<file path="src/sv/stt_pkg.sv">
// shared types, constants and the frequency-to-channel table of the station table
package stt_pkg;

  localparam int unsigned ADDR_W    = 48;
  localparam int unsigned FREQ_W    = 16;
  localparam int unsigned TIME_W    = 32;
  localparam int unsigned FRAMES_W  = 24;
  localparam int unsigned CHAN_W    = 8;
  localparam int unsigned RIDX_W    = 5;
  localparam int unsigned CNT_OUT_W = 6;
  localparam int unsigned CFG_IDX_W = 4;
  localparam int unsigned CFG_DAT_W = 8;

  localparam logic [CNT_OUT_W-1:0] CNT_OUT_MAX   = 6'd63;
  localparam logic [5:0]           ENTRIES_RESET = 6'd32;
  localparam logic                 AGING_RESET   = 1'b1;

  // register indexes of the configuration port
  localparam logic [CFG_IDX_W-1:0] CFG_ENTRIES_IN_USE = 4'd0;
  localparam logic [CFG_IDX_W-1:0] CFG_AGING_ENABLE   = 4'd1;

  // request kinds
  localparam logic REQ_OBSERVE = 1'b0;
  localparam logic REQ_READ    = 1'b1;

  typedef enum logic [1:0] {
    ST_UPDATED  = 2'd0,
    ST_INSERTED = 2'd1,
    ST_DROPPED  = 2'd2,
    ST_READ     = 2'd3
  } status_e;

  // aging tiers
  localparam logic [TIME_W-1:0]   AGE_KEEP     = 32'd5;
  localparam logic [TIME_W-1:0]   AGE_TIER1    = 32'd30;
  localparam logic [TIME_W-1:0]   AGE_TIER2    = 32'd60;
  localparam logic [TIME_W-1:0]   AGE_TIER3    = 32'd180;
  localparam logic [FRAMES_W-1:0] FRAMES_TIER0 = 24'd5;
  localparam logic [FRAMES_W-1:0] FRAMES_TIER1 = 24'd100;
  localparam logic [FRAMES_W-1:0] FRAMES_TIER2 = 24'd1000;
  localparam logic [FRAMES_W-1:0] FRAMES_MAX   = 24'hFFFFFF;

  localparam int unsigned FREQ_ENTRIES = 51;

  localparam logic [CHAN_W-1:0] CHAN_TABLE [FREQ_ENTRIES] = '{
    8'd1, 8'd2, 8'd3, 8'd4, 8'd5, 8'd6, 8'd7, 8'd8, 8'd9, 8'd10, 8'd11, 8'd12, 8'd13,
    8'd14, 8'd32, 8'd36, 8'd40, 8'd44, 8'd48, 8'd52, 8'd56, 8'd60, 8'd64, 8'd68,
    8'd72, 8'd76, 8'd80, 8'd84, 8'd88, 8'd92, 8'd96, 8'd100, 8'd104, 8'd108,
    8'd112, 8'd116, 8'd120, 8'd124, 8'd128, 8'd132, 8'd136, 8'd140, 8'd144,
    8'd149, 8'd153, 8'd157, 8'd161, 8'd165, 8'd169, 8'd173, 8'd177
  };

  localparam logic [FREQ_W-1:0] MHZ_TABLE [FREQ_ENTRIES] = '{
    16'd2412, 16'd2417, 16'd2422, 16'd2427, 16'd2432, 16'd2437, 16'd2442,
    16'd2447, 16'd2452, 16'd2457, 16'd2462, 16'd2467, 16'd2472, 16'd2484,
    16'd5160, 16'd5180, 16'd5200, 16'd5220, 16'd5240, 16'd5260, 16'd5280,
    16'd5300, 16'd5320, 16'd5340, 16'd5360, 16'd5380, 16'd5400, 16'd5420,
    16'd5440, 16'd5460, 16'd5480, 16'd5500, 16'd5520, 16'd5540, 16'd5560,
    16'd5580, 16'd5600, 16'd5620, 16'd5640, 16'd5660, 16'd5680, 16'd5700,
    16'd5720, 16'd5745, 16'd5765, 16'd5785, 16'd5805, 16'd5825, 16'd5845,
    16'd5865, 16'd5885
  };

  typedef struct packed {
    logic                req_type;
    logic [ADDR_W-1:0]   tx_addr;
    logic [FREQ_W-1:0]   freq_mhz;
    logic [TIME_W-1:0]   now_seconds;
    logic [RIDX_W-1:0]   read_index;
  } req_t;

  typedef struct packed {
    status_e              status;
    logic [RIDX_W-1:0]    entry_index;
    logic                 entry_valid;
    logic [ADDR_W-1:0]    entry_addr;
    logic [FRAMES_W-1:0]  frame_count;
    logic [CHAN_W-1:0]    channel_number;
    logic [CNT_OUT_W-1:0] live_count;
    logic [CNT_OUT_W-1:0] evicted_count;
  } rsp_t;

  typedef struct packed {
    logic [ADDR_W-1:0]   addr;
    logic [FRAMES_W-1:0] frames;
    logic [CHAN_W-1:0]   chan;
    logic [TIME_W-1:0]   last_seen;
  } entry_t;

  // controller to datapath
  typedef struct packed {
    logic start;
    logic read_issue;
    logic read_capture;
    logic scan_en;
    logic update;
    logic age_en;
    logic load_rsp;
  } cmd_t;

  // datapath to controller
  typedef struct packed {
    logic scan_done;
    logic out_busy;
    logic aging_on;
  } sts_t;

  // unlisted frequencies give channel 0
  function automatic logic [CHAN_W-1:0] chan_lookup(logic [FREQ_W-1:0] mhz);
    logic [CHAN_W-1:0] ch;
    ch = '0;
    for (int i = 0; i < FREQ_ENTRIES; i++) begin
      if (mhz == MHZ_TABLE[i]) ch = ch | CHAN_TABLE[i];
    end
    return ch;
  endfunction

endpackage

</file>
<file path="src/sv/stt_ctrl.sv">
// sequencing state machine of the station table
module stt_ctrl import stt_pkg::*; (
  input  logic clk_i,
  input  logic rst_ni,
  input  logic req_valid_i,
  input  logic req_is_read_i,
  output logic req_ready_o,
  input  sts_t sts_i,
  output cmd_t cmd_o
);

  typedef enum logic [2:0] {
    S_IDLE,
    S_RD_ISSUE,
    S_RD_DATA,
    S_SCAN,
    S_UPDATE,
    S_AGE,
    S_FINISH
  } state_e;

  state_e state_q, state_d;

  always_comb begin
    state_d = state_q;
    cmd_o   = '0;
    case (state_q)
      S_IDLE: begin
        if (req_valid_i) begin
          cmd_o.start = 1'b1;
          state_d     = req_is_read_i ? S_RD_ISSUE : S_SCAN;
        end
      end
      S_RD_ISSUE: begin
        cmd_o.read_issue = 1'b1;
        state_d          = S_RD_DATA;
      end
      S_RD_DATA: begin
        cmd_o.read_capture = 1'b1;
        state_d            = S_FINISH;
      end
      S_SCAN: begin
        cmd_o.scan_en = 1'b1;
        if (sts_i.scan_done) state_d = S_UPDATE;
      end
      S_UPDATE: begin
        cmd_o.update = 1'b1;
        state_d      = sts_i.aging_on ? S_AGE : S_FINISH;
      end
      S_AGE: begin
        cmd_o.age_en = 1'b1;
        if (sts_i.scan_done) state_d = S_FINISH;
      end
      S_FINISH: begin
        if (!sts_i.out_busy) begin
          cmd_o.load_rsp = 1'b1;
          state_d        = S_IDLE;
        end
      end
      default: state_d = S_IDLE;
    endcase
  end

  assign req_ready_o = (state_q == S_IDLE);

  always_ff @(posedge clk_i or negedge rst_ni) begin
    if (!rst_ni) begin
      state_q <= S_IDLE;
    end else begin
      state_q <= state_d;
    end
  end

endmodule

</file>
<file path="config.mk">
export PLATFORM = sky130hd
export DESIGN_NAME = stt_ctrl
export DESIGN_NICKNAME = d
export VERILOG_FILES = /design/src/sv/stt_pkg.sv /design/src/sv/stt_ctrl.sv
export SDC_FILE = /design/constraint.sdc
export NUM_CORES = 1
export LEC_CHECK = 0
export BUFFER_PORTS_ARGS = -buffer_cell sky130_fd_sc_hd__buf_2
export CAP_MARGIN = 20
export CELL_PAD_IN_SITES_DETAIL_PLACEMENT = 2
export CELL_PAD_IN_SITES_GLOBAL_PLACEMENT = 2
export CORE_AREA = 2 2 39 41
export CTS_BUF_LIST = sky130_fd_sc_hd__clkbuf_8
export DETAILED_ROUTE_END_ITERATION = 10
export DIE_AREA = 0 0 41 43
export GPL_TIMING_DRIVEN = 0
export HOLD_SLACK_MARGIN = 0.1
export PLACE_DENSITY_LB_ADDON = 0.1
export SLEW_MARGIN = 20
export SYNTH_ARGS = -nofsm -noshare
export SYNTH_HDL_FRONTEND = slang
export SYNTH_SLANG_ARGS = --single-unit
</file>
<file path="constraint.sdc">
create_clock -name clk_i -period 3.5 [get_ports clk_i]
set_input_delay 0.7 -clock clk_i [delete_from_list [all_inputs] [get_ports clk_i]]
set_output_delay 0.7 -clock clk_i [all_outputs]
set_load 0.02 [all_outputs]
</file>
==> flow_summary_export.csv <==
group,metric,value,unit
status,run_status,"finished clean",
floorplanning,fp.coreArea,1384,um^2
place,portBuffers,14,
logic_synthesis,synthCells,32,
cts,cts.clk_slew.worst_paths,0.03,ns
grt,grt_pass1_vias,336,
detailed_routing,wire_per_inst,12.38,um
finish,drive_above_1_share,42.00,%
logic_synthesis,ys_types,24,
cts,clock-root-buffer,"clkbuf_8",
finish,reg_top3,"state_q: 3 flops",
cts,cts.repair.resized,0,
finish,register_area,75.07,um^2
cts,htreeDepth,1,
detailed_routing,drt_wl_total,817,um
grt,grt_max_degree,11,
floorplanning,row_count,14,
finish,num-fill-cells,160,
logic_synthesis,avgSynthCellArea,9.189,um^2
detailed_routing,drtIter0Drc,0,
sta,finalHoldViolCount,0,
cts,clockBufferDepth,2,
detailed_routing,viasPerCell,4.788,
floorplanning,dieArea,1763,um^2
critical_path,cpPeakStageDelay,0.45,ns
critical_path,cp_top_family,"flip-flops",
power,ir_drop,0.2932,mV
logic_synthesis,synth_top_family_by_area,"simple AND/OR/NAND/NOR gates",
grt,use_met1,15.16,%
grt,top_usage_layer,"met2",
cts,clk_latency,0.21,ns
sta,final.min_clock_period,2.130,ns
grt,antenna_found_initial,0,
grt,grt_use_met2,17.19,%
critical_path,crit_start,"state_q[2]",
critical_path,arrival,1.43,ns
grt,grt_pass1_wl,1435,um
critical_path,crit_path_top_delay_cell,"dfrtp_1",
worst_hold_path,worstHoldPathType,"primary input to asynchronous set/reset pin",
detailed_routing,via_count,316,
floorplanning,die_x,41,um
sta,slew_violations,0,
sta,period_share,60.85,%
cts,clock-sinks,3,
sta,fmax,469.6,MHz
finish,largest_register,"state_q",
critical_path,critical_path_class,"flop to output port",
floorplanning,boundaryPins,15,
logic_synthesis,synth_compound_area_share,17.87,%
finish,multi_input_area,206.4,um^2
critical_path,cp_max_fo,10,
grt,grt_usage,12.36,%
finish,n_antenna_cell,0,
cts,cts_hold_buf,0,
floorplanning,die_y,43,um
grt,grt-ovfl-total,0,
detailed_routing,postRouteAntennaNets,0,
critical_path,crit_chain,"clkbuf_1 > nor3_1 > and2_1 > buf_2",
sta,finalSetupTns,0,ns
finish,nets,59,
logic_synthesis,yosysSeqAreaShare,25.53,%
critical_path,regToRegStartpoint,"state_q[2]",
logic_synthesis,synthMuxAreaShare,3.830,%
logic_synthesis,synthAdderAreaFrac,4.255,%
cts,cts_buffers,3,
logic_synthesis,yosys_register_bits,3,
logic_synthesis,synth.cell_area,294.0,um^2
detailed_routing,drc,0,
critical_path,crit_buf_inv,2,
sta,rsz0062_at_grt,"no",
sta,holdWs,0.2721,ns
logic_synthesis,yosysWarnings,0,
power,power_density,1027,nW/um^2
run,cap_viol_max_count,0,
critical_path,end_kind,"output port",
critical_path,crit_path_start_kind,"flop",
sta,setup_viol,0,
critical_path,worst-endpoint-required,2.80,ns
place,gp_congestion,0.7657,
finish,largest_register_ff_count,3,
cts,cts_tree,"yes",
logic_synthesis,syn_nets,40,
logic_synthesis,synth_xor_area_share,2.979,%
grt,grtUsageMet3,4.712,%
floorplanning,initial_core_util,21.25,%
cts,post_cts_buffers,0,
power,p_leak,0.2123,nW
sta,worstMarginPinSlew,0.4064,ns
finish,final_util,31.01,%
place,post-dp-hpwl,639.7,um
sta,fin_skew,0.002115,ns
detailed_routing,drtPass1Iterations,1,
sta,slew_headroom,72.90,%
logic_synthesis,yosys.area_share.simple,41.28,%
finish,area_growth,45.96,%
## cell usage after synthesis
master	number	area share (%)
dfrtp_1	3	26
nand2_1	2	2.6
clkbuf_1	2	2.6
ha_1	1	4.3
mux2_2	1	3.8
o21bai_1	1	2.6
nor4bb_1	1	3.4
nor3b_1	3	7.7
xor2_1	1	3.0
nor2b_1	3	6.4
o31a_1	1	3.0
a211oi_2	1	4.3
nand3b_1	1	2.6
o211ai_1	1	2.6
nor2_1	1	1.3
nor3_1	1	1.7
and4b_1	1	3.4
nand2b_1	1	2.1
o41ai_2	1	5.5
nor4_1	1	2.1
buf_2	1	1.7
and2_1	1	2.1
and3b_1	1	3.0
nand4b_1	1	3.0
## final timing paths
path                               to  slack [ns]  cells after the start
max in group asynchronous  state_q[2]        3.12                      1
setup reg to reg           state_q[2]        2.06                      3
setup / recovery             cmd_o[6]        1.37                      4
hold / removal             state_q[0]        0.27                      1
hold reg to reg            state_q[1]        0.67                      2
min in group clk_i         state_q[1]        0.67                      2
## routing by layer
layer  part of all wire [%]  vias to the layer above  wire, um
met3                    6.2                        0        51
met4                      0                        0         0
met1                     44                      150       361
li1                       -                      156         -
met2                     49                       10       404
met5                      0                        -         0
## report_power, final
part | leakage [nW] | internal, mW | switching [mW]
clock | 0.0269 | 0.0746 | 0.0219
sequential | 0.0368 | 0.0532 | 0.0277
combinational | 0.149 | 0.115 | 0.149
total | 0.212 | 0.243 | 0.198
## cell type report
cell class                      instances  share of cell area, %
Tap cell                               16                  4.665
Timing Repair Buffer                   14                  16.33
Sequential cell                         3                  17.49
Buffer                                  3                  2.915
Multi-Input combinational cell         26                  48.10
Clock inverter                          1                 0.8746
Clock buffer                            3                  9.621
## placed cells by master, fill, tap and decap left out
cell type,instances
a211oi_2,1
and2_1,1
and3b_1,1
and4b_1,1
buf_2,15
clkbuf_1,2
clkbuf_8,3
dfrtp_1,3
ha_1,1
inv_1,1
mux2_2,1
nand2_1,2
nand2b_1,1
nand3b_1,1
nand4b_1,1
nor2_1,1
nor2b_1,3
nor3_1,1
nor3b_1,3
nor4_1,1
nor4bb_1,1
o211ai_1,1
o21bai_1,1
o31a_1,1
o41ai_2,1
xor2_1,1
## through the flow
step                      cells  area, um^2  setup slack, ns  power, mW
after floorplan              32       294.0            1.313     0.2759
after global placement       62       384.1            1.555     0.3406
after detailed placement     62       384.1            1.545     0.3510
after CTS                    66       429.2            1.329     0.4523
after global routing         66       429.2            1.216     0.4897
final                        66       429.2            1.370     0.4409
## cells by family (layout without fill, tap and decap cells)
logic type / Yosys count / in the layout
xor+xnor: 1 / 1
simple gates: 18 / 18
buf+inv: 3 / 21
mux: 1 / 1
flops: 3 / 3
compound gates: 5 / 5
fa+ha+maj: 1 / 1
Note: power is estimated with default switching activity, not from simulation.
